**config.mk**
```make
export PLATFORM = sky130hd
export DESIGN_NAME = stripe_failure_probability_top_flat
export DESIGN_NICKNAME = d
export VERILOG_FILES = /design/src/rtl/sfp_pkg.sv /design/src/rtl/sfp_in_if.sv /design/src/rtl/sfp_out_if.sv /design/src/rtl/sfp_divider.sv /design/src/rtl/sfp_multiplier.sv /design/src/rtl/sfp_sequencer.sv /design/src/rtl/stripe_failure_probability_top.sv /design/src/flat_wrapper.sv
export VERILOG_INCLUDE_DIRS = /design/src /design/src/rtl
export SDC_FILE = /design/constraint.sdc
export NUM_CORES = 2
export LEC_CHECK = 0
export BUFFER_PORTS_ARGS = -buffer_cell sky130_fd_sc_hd__buf_4
export CAP_MARGIN = 20
export CORE_MARGIN = 4
export CORE_UTILIZATION = 39
export CTS_CLUSTER_SIZE = 14
export DETAILED_ROUTE_END_ITERATION = 10
export PLACE_DENSITY = 0.54
export SETUP_SLACK_MARGIN = 0.4
export SLEW_MARGIN = 10
export SYNTH_ARGS = -nofsm -noshare
export SYNTH_HDL_FRONTEND = slang
export SYNTH_SLANG_ARGS = --single-unit
```
**constraint.sdc**
```tcl
create_clock -name clk -period 13.1 [get_ports clk]
set_clock_uncertainty 0.2 [all_clocks]
set_input_delay 3.93 -clock clk [delete_from_list [all_inputs] [get_ports clk]]
set_output_delay 3.93 -clock clk [all_outputs]
set_load 0.005 [all_outputs]
```
**src/rtl/stripe_failure_probability_top_assert.svh**
```systemverilog
// Assertion macros for the stripe failure probability block.
// Both expect clk and rst_n in the scope of the use.
`ifndef STRIPE_FAILURE_PROBABILITY_TOP_ASSERT_SVH
`define STRIPE_FAILURE_PROBABILITY_TOP_ASSERT_SVH

// Same-cycle implication.
`define SFP_ASSERT_IMP(label, cond, conseq) \
    label: assert property (@(posedge clk) disable iff (!rst_n) (cond) |-> (conseq)) \
        else $error("stripe failure probability check failed");

// Next-cycle implication.
`define SFP_ASSERT_NXT(label, cond, conseq) \
    label: assert property (@(posedge clk) disable iff (!rst_n) (cond) |=> (conseq)) \
        else $error("stripe failure probability check failed");

`endif

```
**src/rtl/sfp_pkg.sv**
```systemverilog
`timescale 1ns / 1ps
`default_nettype none

package sfp_pkg;

    localparam int MAX_DISKS   = 32;
    localparam int COUNT_W     = 6;
    localparam int DATA_W      = 6;
    localparam int PARITY_W    = 5;
    localparam int SPARE_W     = 5;
    localparam int CFG_W       = 6;
    localparam int CFG_INDEX_W = 2;
    localparam int FRAC_W      = 33;
    localparam int BIN_W       = 30;
    localparam int DVD_W       = 64;
    localparam int STEP_W      = 7;

    localparam logic [CFG_INDEX_W-1:0] CFG_DATA_DEVICES   = 2'd0;
    localparam logic [CFG_INDEX_W-1:0] CFG_PARITY_DEVICES = 2'd1;
    localparam logic [CFG_INDEX_W-1:0] CFG_SPARE_DEVICES  = 2'd2;

    localparam logic [FRAC_W-1:0] FRAC_ONE = 33'h1_0000_0000;

    localparam logic [STEP_W-1:0] BIN_DIV_STEPS  = 7'd36;
    localparam logic [STEP_W-1:0] FRAC_DIV_STEPS = 7'd64;

    typedef struct packed {
        logic [DATA_W-1:0]   data_devices;
        logic [PARITY_W-1:0] parity_devices;
        logic [SPARE_W-1:0]  spare_devices;
    } sfp_cfg_t;

    typedef struct packed {
        logic              start;
        logic [DVD_W-1:0]  dividend;
        logic [BIN_W-1:0]  divisor;
        logic [STEP_W-1:0] steps;
    } sfp_div_req_t;

    typedef struct packed {
        logic             done;
        logic [DVD_W-1:0] quotient;
    } sfp_div_rsp_t;

endpackage

`default_nettype wire

```
**src/rtl/sfp_in_if.sv**
```systemverilog
`timescale 1ns / 1ps
`default_nettype none

interface sfp_in_if import sfp_pkg::*; ();
    logic               valid;
    logic               ready;
    logic [COUNT_W-1:0] failed_count;

    modport source (output valid, output failed_count, input ready);
    modport sink (input valid, input failed_count, output ready);
endinterface

`default_nettype wire

```
**src/rtl/sfp_out_if.sv**
```systemverilog
`timescale 1ns / 1ps
`default_nettype none

interface sfp_out_if import sfp_pkg::*; ();
    logic              valid;
    logic              ready;
    logic [FRAC_W-1:0] fail_fraction;
    logic              shape_error;

    modport source (output valid, output fail_fraction, output shape_error, input ready);
    modport sink (input valid, input fail_fraction, input shape_error, output ready);
endinterface

`default_nettype wire

```
**src/rtl/sfp_divider.sv**
```systemverilog
`timescale 1ns / 1ps
`default_nettype none

module sfp_divider import sfp_pkg::*; (
    input  logic         clk,
    input  logic         rst_n,
    input  sfp_div_req_t req,
    output sfp_div_rsp_t rsp
);

    logic              busy_reg, busy_next;
    logic              done_reg, done_next;
    logic [STEP_W-1:0] cnt_reg, cnt_next;
    logic [BIN_W-1:0]  rem_reg;
    logic [BIN_W-1:0]  dsr_reg;
    logic [DVD_W-1:0]  dvd_reg;
    logic [DVD_W-1:0]  quo_reg;

    logic [BIN_W:0]    trial;
    logic [BIN_W:0]    diff;
    logic              fits;
    logic [BIN_W-1:0]  rem_next;

    // One quotient bit per cycle, dividend bits enter from the top.
    assign trial    = {rem_reg, dvd_reg[DVD_W-1]};
    assign fits     = trial >= {1'b0, dsr_reg};
    assign diff     = trial - {1'b0, dsr_reg};
    assign rem_next = fits ? diff[BIN_W-1:0] : trial[BIN_W-1:0];

    always_comb
    begin
        busy_next = busy_reg;
        done_next = 1'b0;
        cnt_next  = cnt_reg;
        if (req.start)
        begin
            busy_next = 1'b1;
            cnt_next  = req.steps;
        end
        else if (busy_reg)
        begin
            cnt_next = cnt_reg - 7'd1;
            if (cnt_reg == 7'd1)
            begin
                busy_next = 1'b0;
                done_next = 1'b1;
            end
        end
    end

    always_ff @(posedge clk or negedge rst_n)
    begin
        if (!rst_n)
        begin
            busy_reg <= 1'b0;
            done_reg <= 1'b0;
            cnt_reg  <= '0;
        end
        else
        begin
            busy_reg <= busy_next;
            done_reg <= done_next;
            cnt_reg  <= cnt_next;
        end
    end

    always_ff @(posedge clk)
    begin
        if (req.start)
        begin
            rem_reg <= '0;
            dsr_reg <= req.divisor;
            dvd_reg <= req.dividend;
            quo_reg <= '0;
        end
        else if (busy_reg)
        begin
            rem_reg <= rem_next;
            dvd_reg <= {dvd_reg[DVD_W-2:0], 1'b0};
            quo_reg <= {quo_reg[DVD_W-2:0], fits};
        end
    end

    assign rsp.done     = done_reg;
    assign rsp.quotient = quo_reg;

endmodule

`default_nettype wire

```
**src/rtl/sfp_multiplier.sv**
```systemverilog
`timescale 1ns / 1ps
`default_nettype none

module sfp_multiplier import sfp_pkg::*; (
    input  logic                 clk,
    input  logic [BIN_W-1:0]     a,
    input  logic [BIN_W-1:0]     b,
    output logic [2*BIN_W-1:0]   product
);

    logic [2*BIN_W-1:0] product_reg;
    logic [2*BIN_W-1:0] product_next;

    assign product_next = {{BIN_W{1'b0}}, a} * {{BIN_W{1'b0}}, b};

    always_ff @(posedge clk)
    begin
        product_reg <= product_next;
    end

    assign product = product_reg;

endmodule

`default_nettype wire

```
**src/rtl/sfp_sequencer.sv**
```systemverilog
`timescale 1ns / 1ps
`default_nettype none

module sfp_sequencer import sfp_pkg::*; (
    input  logic                 clk,
    input  logic                 rst_n,
    input  sfp_cfg_t             cfg,
    sfp_in_if.sink               request,
    sfp_out_if.source            result,
    output logic [BIN_W-1:0]     mul_a,
    output logic [BIN_W-1:0]     mul_b,
    input  logic [2*BIN_W-1:0]   mul_product,
    output sfp_div_req_t         div_req,
    input  sfp_div_rsp_t         div_rsp
);

    typedef enum logic [9:0] {
        S_IDLE   = 10'b0000000001,
        S_BINIT  = 10'b0000000010,
        S_BLOOP  = 10'b0000000100,
        S_BMUL   = 10'b0000001000,
        S_BDIV   = 10'b0000010000,
        S_TERM   = 10'b0000100000,
        S_TERMW  = 10'b0001000000,
        S_FSTART = 10'b0010000000,
        S_FDIV   = 10'b0100000000,
        S_FINISH = 10'b1000000000
    } state_t;

    typedef enum logic [1:0] {
        P_TOTAL,
        P_B1,
        P_B2
    } purpose_t;

    state_t             state_reg, state_next;
    logic               out_valid_reg, out_valid_next;
    logic [FRAC_W-1:0]  out_frac_reg, out_frac_next;
    logic               out_err_reg, out_err_next;

    purpose_t           purpose_reg, purpose_next;
    logic [5:0]         x_reg, x_next;
    logic [5:0]         n_reg, n_next;
    logic [5:0]         s_reg, s_next;
    logic [4:0]         lim_reg, lim_next;
    logic [4:0]         f_reg, f_next;
    logic [5:0]         bn_reg, bn_next;
    logic [5:0]         br_reg, br_next;
    logic [4:0]         r_reg, r_next;
    logic [4:0]         i_reg, i_next;
    logic [BIN_W-1:0]   acc_reg, acc_next;
    logic [BIN_W-1:0]   tot_reg, tot_next;
    logic [BIN_W-1:0]   b1_reg, b1_next;
    logic [BIN_W:0]     surv_reg, surv_next;
    logic [FRAC_W-1:0]  res_frac_reg, res_frac_next;
    logic               res_err_reg, res_err_next;

    logic [6:0]         s_full;
    logic [6:0]         n_full;
    logic [4:0]         k_val;
    logic [5:0]         bd;
    logic [BIN_W-1:0]   surv_clamp;
    logic [BIN_W-1:0]   fail_count;
    logic               out_load;

    assign k_val  = cfg.parity_devices;
    assign s_full = 7'(cfg.data_devices) + 7'(cfg.parity_devices);
    assign n_full = s_full + 7'(cfg.spare_devices);
    assign bd     = bn_reg - br_reg;

    assign surv_clamp = (surv_reg > {1'b0, tot_reg}) ? tot_reg : surv_reg[BIN_W-1:0];
    assign fail_count = tot_reg - surv_clamp;

    assign out_load = (state_reg == S_FINISH) && (!out_valid_reg || result.ready);

    // The multiplier serves both the binomial steps and the term products.
    assign mul_a = (state_reg == S_TERM) ? b1_reg : acc_reg;
    assign mul_b = (state_reg == S_TERM) ? acc_reg : BIN_W'(bn_reg - 6'(i_reg));

    always_comb
    begin
        div_req = '0;
        case (state_reg)
            S_BMUL:
            begin
                div_req.start    = 1'b1;
                div_req.dividend = {mul_product[35:0], 28'd0};
                div_req.divisor  = BIN_W'(i_reg + 5'd1);
                div_req.steps    = BIN_DIV_STEPS;
            end
            S_FSTART:
            begin
                div_req.start    = 1'b1;
                div_req.dividend = {2'b00, fail_count, 32'd0};
                div_req.divisor  = tot_reg;
                div_req.steps    = FRAC_DIV_STEPS;
            end
            default:
            begin
                div_req = '0;
            end
        endcase
    end

    always_comb
    begin
        state_next     = state_reg;
        purpose_next   = purpose_reg;
        x_next         = x_reg;
        n_next         = n_reg;
        s_next         = s_reg;
        lim_next       = lim_reg;
        f_next         = f_reg;
        bn_next        = bn_reg;
        br_next        = br_reg;
        r_next         = r_reg;
        i_next         = i_reg;
        acc_next       = acc_reg;
        tot_next       = tot_reg;
        b1_next        = b1_reg;
        surv_next      = surv_reg;
        res_frac_next  = res_frac_reg;
        res_err_next   = res_err_reg;
        out_valid_next = out_valid_reg;
        out_frac_next  = out_frac_reg;
        out_err_next   = out_err_reg;

        if (out_load)
        begin
            out_valid_next = 1'b1;
            out_frac_next  = res_frac_reg;
            out_err_next   = res_err_reg;
        end
        else if (result.ready)
        begin
            out_valid_next = 1'b0;
        end

        case (state_reg)
            S_IDLE:
            begin
                if (request.valid)
                begin
                    x_next = request.failed_count;
                    if (n_full > 7'(MAX_DISKS))
                    begin
                        res_frac_next = '0;
                        res_err_next  = 1'b1;
                        state_next    = S_FINISH;
                    end
                    else if ({1'b0, request.failed_count} > n_full)
                    begin
                        res_frac_next = FRAC_ONE;
                        res_err_next  = 1'b0;
                        state_next    = S_FINISH;
                    end
                    else
                    begin
                        n_next       = n_full[5:0];
                        s_next       = s_full[5:0];
                        lim_next     = ({1'b0, k_val} < request.failed_count) ? k_val
                                       : request.failed_count[4:0];
                        bn_next      = n_full[5:0];
                        br_next      = s_full[5:0];
                        purpose_next = P_TOTAL;
                        state_next   = S_BINIT;
                    end
                end
            end
            S_BINIT:
            begin
                i_next = '0;
                if (br_reg > bn_reg)
                begin
                    acc_next = '0;
                    r_next   = '0;
                end
                else
                begin
                    acc_next = BIN_W'(1);
                    r_next   = (br_reg > bd) ? bd[4:0] : br_reg[4:0];
                end
                state_next = S_BLOOP;
            end
            S_BLOOP:
            begin
                if (i_reg == r_reg)
                begin
                    case (purpose_reg)
                        P_TOTAL:
                        begin
                            tot_next     = acc_reg;
                            f_next       = '0;
                            surv_next    = '0;
                            bn_next      = x_reg;
                            br_next      = '0;
                            purpose_next = P_B1;
                            state_next   = S_BINIT;
                        end
                        P_B1:
                        begin
                            b1_next      = acc_reg;
                            bn_next      = n_reg - x_reg;
                            br_next      = s_reg - {1'b0, f_reg};
                            purpose_next = P_B2;
                            state_next   = S_BINIT;
                        end
                        P_B2:
                        begin
                            state_next = S_TERM;
                        end
                        default:
                        begin
                            state_next = S_IDLE;
                        end
                    endcase
                end
                else
                begin
                    state_next = S_BMUL;
                end
            end
            S_BMUL:
            begin
                state_next = S_BDIV;
            end
            S_BDIV:
            begin
                if (div_rsp.done)
                begin
                    acc_next   = div_rsp.quotient[BIN_W-1:0];
                    i_next     = i_reg + 5'd1;
                    state_next = S_BLOOP;
                end
            end
            S_TERM:
            begin
                state_next = S_TERMW;
            end
            S_TERMW:
            begin
                surv_next = surv_reg + {1'b0, mul_product[BIN_W-1:0]};
                if (f_reg == lim_reg)
                begin
                    state_next = S_FSTART;
                end
                else
                begin
                    f_next       = f_reg + 5'd1;
                    bn_next      = x_reg;
                    br_next      = {1'b0, f_reg + 5'd1};
                    purpose_next = P_B1;
                    state_next   = S_BINIT;
                end
            end
            S_FSTART:
            begin
                state_next = S_FDIV;
            end
            S_FDIV:
            begin
                if (div_rsp.done)
                begin
                    res_frac_next = div_rsp.quotient[FRAC_W-1:0];
                    res_err_next  = 1'b0;
                    state_next    = S_FINISH;
                end
            end
            S_FINISH:
            begin
                // Hold until the output register is free.
                if (out_load)
                begin
                    state_next = S_IDLE;
                end
            end
            default:
            begin
                state_next = S_IDLE;
            end
        endcase
    end

    always_ff @(posedge clk or negedge rst_n)
    begin
        if (!rst_n)
        begin
            state_reg     <= S_IDLE;
            out_valid_reg <= 1'b0;
        end
        else
        begin
            state_reg     <= state_next;
            out_valid_reg <= out_valid_next;
        end
    end

    always_ff @(posedge clk)
    begin
        purpose_reg  <= purpose_next;
        x_reg        <= x_next;
        n_reg        <= n_next;
        s_reg        <= s_next;
        lim_reg      <= lim_next;
        f_reg        <= f_next;
        bn_reg       <= bn_next;
        br_reg       <= br_next;
        r_reg        <= r_next;
        i_reg        <= i_next;
        acc_reg      <= acc_next;
        tot_reg      <= tot_next;
        b1_reg       <= b1_next;
        surv_reg     <= surv_next;
        res_frac_reg <= res_frac_next;
        res_err_reg  <= res_err_next;
        out_frac_reg <= out_frac_next;
        out_err_reg  <= out_err_next;
    end

    assign request.ready        = (state_reg == S_IDLE);
    assign result.valid         = out_valid_reg;
    assign result.fail_fraction = out_frac_reg;
    assign result.shape_error   = out_err_reg;

endmodule

`default_nettype wire

```
**src/rtl/stripe_failure_probability_top.sv**
```systemverilog
// Stripe failure probability: for a count of failed devices in a pool of
// data + parity + spare devices, returns the chance that one stripe loses more
// than parity_devices members, as an unsigned fraction times 2^32 (2^32 means
// certain), computed from exact binomial counts. A pool larger than MAX_DISKS
// gives shape_error with a zero fraction; more failures than devices gives 2^32.
// One request is taken at a time. Both special cases go straight from the idle
// state to the finish state. Otherwise the time is set by the shared shift-subtract
// divider, which runs 36 steps for each step of a binomial C(n,r) and 64 steps for
// the final division of the failing count by the total that gives the fraction;
// the sum over f = 0..min(k,x) has at most 32 terms.
// The finished result waits in an output register, and the next request is
// taken meanwhile. The user must write registers through cfg_we, cfg_index,
// cfg_data only while no request is in flight; the block does not enforce this.
// Writes to an index past the list are dropped.
`timescale 1ns / 1ps
`default_nettype none

`include "stripe_failure_probability_top_assert.svh"

module stripe_failure_probability_top import sfp_pkg::*; (
    input  logic                   clk,
    input  logic                   rst_n,
    sfp_in_if.sink                 request,
    sfp_out_if.source              result,
    input  logic                   cfg_we,
    input  logic [CFG_INDEX_W-1:0] cfg_index,
    input  logic [CFG_W-1:0]       cfg_data
);

    sfp_cfg_t           cfg_reg, cfg_next;
    logic [BIN_W-1:0]   mul_a;
    logic [BIN_W-1:0]   mul_b;
    logic [2*BIN_W-1:0] mul_product;
    sfp_div_req_t       div_req;
    sfp_div_rsp_t       div_rsp;

    always_comb
    begin
        cfg_next = cfg_reg;
        if (cfg_we)
        begin
            case (cfg_index)
                CFG_DATA_DEVICES:   cfg_next.data_devices   = cfg_data;
                CFG_PARITY_DEVICES: cfg_next.parity_devices = cfg_data[PARITY_W-1:0];
                CFG_SPARE_DEVICES:  cfg_next.spare_devices  = cfg_data[SPARE_W-1:0];
                default:            cfg_next = cfg_reg;
            endcase
        end
    end

    always_ff @(posedge clk or negedge rst_n)
    begin
        if (!rst_n)
        begin
            cfg_reg.data_devices   <= 6'd4;
            cfg_reg.parity_devices <= 5'd2;
            cfg_reg.spare_devices  <= 5'd0;
        end
        else
        begin
            cfg_reg <= cfg_next;
        end
    end

    sfp_multiplier u_multiplier (
        .clk     (clk),
        .a       (mul_a),
        .b       (mul_b),
        .product (mul_product)
    );

    sfp_divider u_divider (
        .clk   (clk),
        .rst_n (rst_n),
        .req   (div_req),
        .rsp   (div_rsp)
    );

    sfp_sequencer u_sequencer (
        .clk         (clk),
        .rst_n       (rst_n),
        .cfg         (cfg_reg),
        .request     (request),
        .result      (result),
        .mul_a       (mul_a),
        .mul_b       (mul_b),
        .mul_product (mul_product),
        .div_req     (div_req),
        .div_rsp     (div_rsp)
    );

    `SFP_ASSERT_NXT(a_accept_drops_ready, request.valid && request.ready, !request.ready)
    `SFP_ASSERT_IMP(a_shape_zero, result.valid && result.shape_error, result.fail_fraction == 33'd0)
    `SFP_ASSERT_IMP(a_frac_range, result.valid, result.fail_fraction <= FRAC_ONE)
    `SFP_ASSERT_NXT(a_div_single_start, div_req.start, !div_req.start)

endmodule

`default_nettype wire

```
**src/flat_wrapper.sv**
```systemverilog
// flat-port wrapper written by rule: the top's interface ports become plain ports
module stripe_failure_probability_top_flat import sfp_pkg::*;
  (clk, rst_n, cfg_we, cfg_index, cfg_data, request_valid, request_failed_count, request_ready, result_valid, result_fail_fraction, result_shape_error, result_ready);
  sfp_in_if request_i ();
  sfp_out_if result_i ();
  input  logic clk;
  input  logic rst_n;
  input  logic cfg_we;
  input  logic [CFG_INDEX_W-1:0] cfg_index;
  input  logic [CFG_W-1:0] cfg_data;
  input wire logic [$bits(request_i.valid)-1:0] request_valid;
  input wire logic [$bits(request_i.failed_count)-1:0] request_failed_count;
  output wire logic [$bits(request_i.ready)-1:0] request_ready;
  output wire logic [$bits(result_i.valid)-1:0] result_valid;
  output wire logic [$bits(result_i.fail_fraction)-1:0] result_fail_fraction;
  output wire logic [$bits(result_i.shape_error)-1:0] result_shape_error;
  input wire logic [$bits(result_i.ready)-1:0] result_ready;
  assign request_i.valid = request_valid;
  assign request_i.failed_count = request_failed_count;
  assign request_ready = request_i.ready;
  assign result_valid = result_i.valid;
  assign result_fail_fraction = result_i.fail_fraction;
  assign result_shape_error = result_i.shape_error;
  assign result_i.ready = result_ready;
  stripe_failure_probability_top u_core (.clk(clk), .rst_n(rst_n), .request(request_i), .result(result_i), .cfg_we(cfg_we), .cfg_index(cfg_index), .cfg_data(cfg_data));
endmodule
```
==> impl_metrics.yaml <==
synth:
  synth_cell_type_count: 75
  avgSynthCellArea_um2: 9.65
  synth-edff-count: 307
  ys_seq_elements: 442
  synth.cell_area_um2: 42500
  synth_flop_cell: "edfxtp_1"
  yosysSeqAreaShare_pct: 28.5
  async_reset_ff_share_pct: 8.14
  syn-instance-count: 4404
  yosysWarnings: 0
  syn-num-nets: 5239
cells_and_area:
  fillers: 10400
  regArea_um2: 12100
  mostFrequentLayoutCell: "inv_1"
  final_nets: 5254
  multi_input_area_um2: 27100
  syn_to_final_growth_pct: 9.51
  final_cell_mix: "inv_1, nor2_1, fa_1"
  drive_above_1_share_pct: 6.43
clock_tree:
  clkTransAtPathRegs_ns: 0.06
  cts_made_buffers: 51
  htreeDepth: 2
  clock_path_buffers: 3
  clock-root-buffer: "clkbuf_16"
  clkLatencyLatePin_ns: 0.63
  postCtsSetupRepairBufs: 0
  cts_tree: "done"
  cts_resized: 0
  postCtsHoldBufs: 0
  cts_sinks: 442
drt:
  ant_nets: 0
  finalWirelength_mm: 124
  first_pass_iters: 7
  wire_per_inst_um: 21.2
  drc: 0
  via_per_inst: 5.25
  routed-via-count: 30800
  drt-initial-drc-count: 2329
global_route:
  grt_pass1_vias: 31800
  grt_pass1_wl_mm: 192
  grt_max_degree: 83
  antenna_found_initial: 0
  track_usage_pct: 22.1
  grt.overflow.total: 0
timing:
  hold_viol: 0
  fin_crit_sh_pct: 76.4
  totalNegativeSetupSlack_ns: 0
  slew_headroom_pct: 22.9
  fmax_mhz: 99.9
  period_needed_ns: 10.01
  worstMarginPinSlew_ns: 1.12
  finalSetupViolations: 0
  grt_setup_unrepaired: "false"
  finalMaxSlewViolations: 0
  fin_ws_ns: 3.09
floorplanning:
  coreArea_um2: 108000
  die_x_um: 338
  row_count: 120
  num_io_pins: 55
  start_util_pct: 39.5
  die_area_um2: 114000
  die_h_um: 338
critical_path:
  crit_path_max_incr_delay_ns: 0.79
  cp_max_fo: 38
  crit_type: "reg -> reg"
  cp_data_arrival_time_ns: 10.28
  end_kind: "flip-flop"
  cp_slowest_cell: "a21o_1"
  start_kind: "flip-flop"
  crit_top_cell: "fa_1"
  worstPathRequired_ns: 13.36
placed_design:
  pre_cts_slack_ns: 3.15
  io_buffers: 54
  dp_hpwl_mm: 95.2
  gp_congestion: 0.899
hold_path:
  holdCritPathClass: "reg -> reg"
flow_run:
  maxCapViolCount: 0
run_status:
  status: "finished, final reports clean"
## cells in the mapped netlist, types with 5 or more instances
cell type | number | share of area, %
inv_1 | 749 | 6.6
nor2_1 | 543 | 4.8
fa_1 | 517 | 24
nand2_1 | 404 | 3.6
edfxtp_1 | 307 | 22
ha_1 | 299 | 8.8
a21oi_1 | 160 | 1.9
o21ai_0 | 137 | 1.6
xnor2_1 | 133 | 2.7
clkbuf_1 | 130 | 1.1
mux2i_1 | 119 | 2.8
a21o_1 | 106 | 1.9
dfxtp_1 | 99 | 4.7
and2_1 | 76 | 1.1
xor2_1 | 67 | 1.4
nand3_1 | 45 | 0.53
nor3_1 | 41 | 0.48
dfrtp_1 | 33 | 1.9
a22oi_1 | 30 | 0.53
nor2b_1 | 29 | 0.43
nand2b_1 | 28 | 0.41
a211oi_1 | 26 | 0.46
mux2_2 | 23 | 0.61
o21a_1 | 23 | 0.41
nand4_1 | 21 | 0.31
or2_2 | 20 | 0.29
o21bai_1 | 16 | 0.28
a31oi_1 | 14 | 0.21
and3_1 | 14 | 0.21
nand3b_1 | 13 | 0.23
nor4_1 | 13 | 0.19
buf_2 | 11 | 0.13
nor3b_1 | 11 | 0.19
o211ai_1 | 10 | 0.18
o22ai_1 | 10 | 0.15
o31ai_1 | 10 | 0.18
or3_1 | 10 | 0.15
a221o_1 | 9 | 0.21
buf_1 | 8 | 0.071
a211o_1 | 7 | 0.14
o221ai_1 | 6 | 0.12
o21ai_1 | 5 | 0.059
## kinds of logic (layout without fill, tap and decap cells)
family / after synthesis / count (layout) / synth area share (%)
AO/OA/AOI/OAI: 608 / 608 / 9.23
XOR/XNOR: 200 / 200 / 4.12
adder cells (fa/ha/maj): 816 / 816 / 33.2
buffers and inverters: 903 / 960 / 8.06
flip-flops: 442 / 442 / 28.5
multiplexers: 143 / 143 / 3.45
other: 0 / 1 / 0
AND/OR/NAND/NOR: 1292 / 1292 / 13.5
## area by class of cell
cell class                 instances  share of cell area, %
clock buffer                      66                   3.00
antenna                            1                0.00538
multi-input combinational       3059                   58.3
tap                             1403                   3.77
timing repair buffer             114                   1.97
sequential                       442                   26.0
inverter                         751                   6.06
clock inverter                    29                  0.842
## worst max-delay path, delay by kind of cell (launching register included)
kind            cells  cell delay, ns
simple gates        6            1.36
buf+inv             8            0.94
xor+xnor            1            0.10
compound gates      6            2.14
fa+ha+maj          10            4.62
flops               1            0.45
## final timing paths
check / from / end / slack (ns) / cells past startpoint
min in group asynchronous: rst_n / u_core.cfg_reg[5] / 3.08 / 1
setup / recovery: u_core.u_sequencer.i_reg[2] / u_core.u_multiplier.product[35] / 3.09 / 31
max in group asynchronous: rst_n / u_core.u_divider.busy_reg / 9.20 / 1
setup reg to reg: u_core.u_sequencer.i_reg[2] / u_core.u_multiplier.product[35] / 3.09 / 31
hold / removal: u_core.u_sequencer.res_frac_reg[17] / u_core.u_sequencer.result.fail_fraction[17] / 0.21 / 0
hold reg to reg: u_core.u_sequencer.res_frac_reg[17] / u_core.u_sequencer.result.fail_fraction[17] / 0.21 / 0
## routing by layer
metal	up-vias	global-route usage [%]	share of wire (%)
li1	14300	-	-
met1	15400	30.4	45
met2	871	35.6	45
met3	197	4.35	6.8
met4	0	6.59	3.4
met5	-	0	0
## stage by stage
| stage | instances | area (um2) | utilization (%) | hold WS, ns |
|---|---|---|---|---|
| final | 5865 | 46500 | 43.2 | 0.212 |
| after detailed placement | 5769 | 44700 | 41.6 | 0.206 |
| after global routing | 5864 | 46500 | 43.2 | 0.222 |
| after floorplan | 4404 | 42500 | - | 0.200 |
| after CTS | 5864 | 46500 | 43.2 | 0.213 |
| after global placement | 5764 | 44600 | 41.4 | 0.202 |
Power is not shown: default switching activity piles up to over one toggle a cycle in this logic, so the estimate is an artifact.
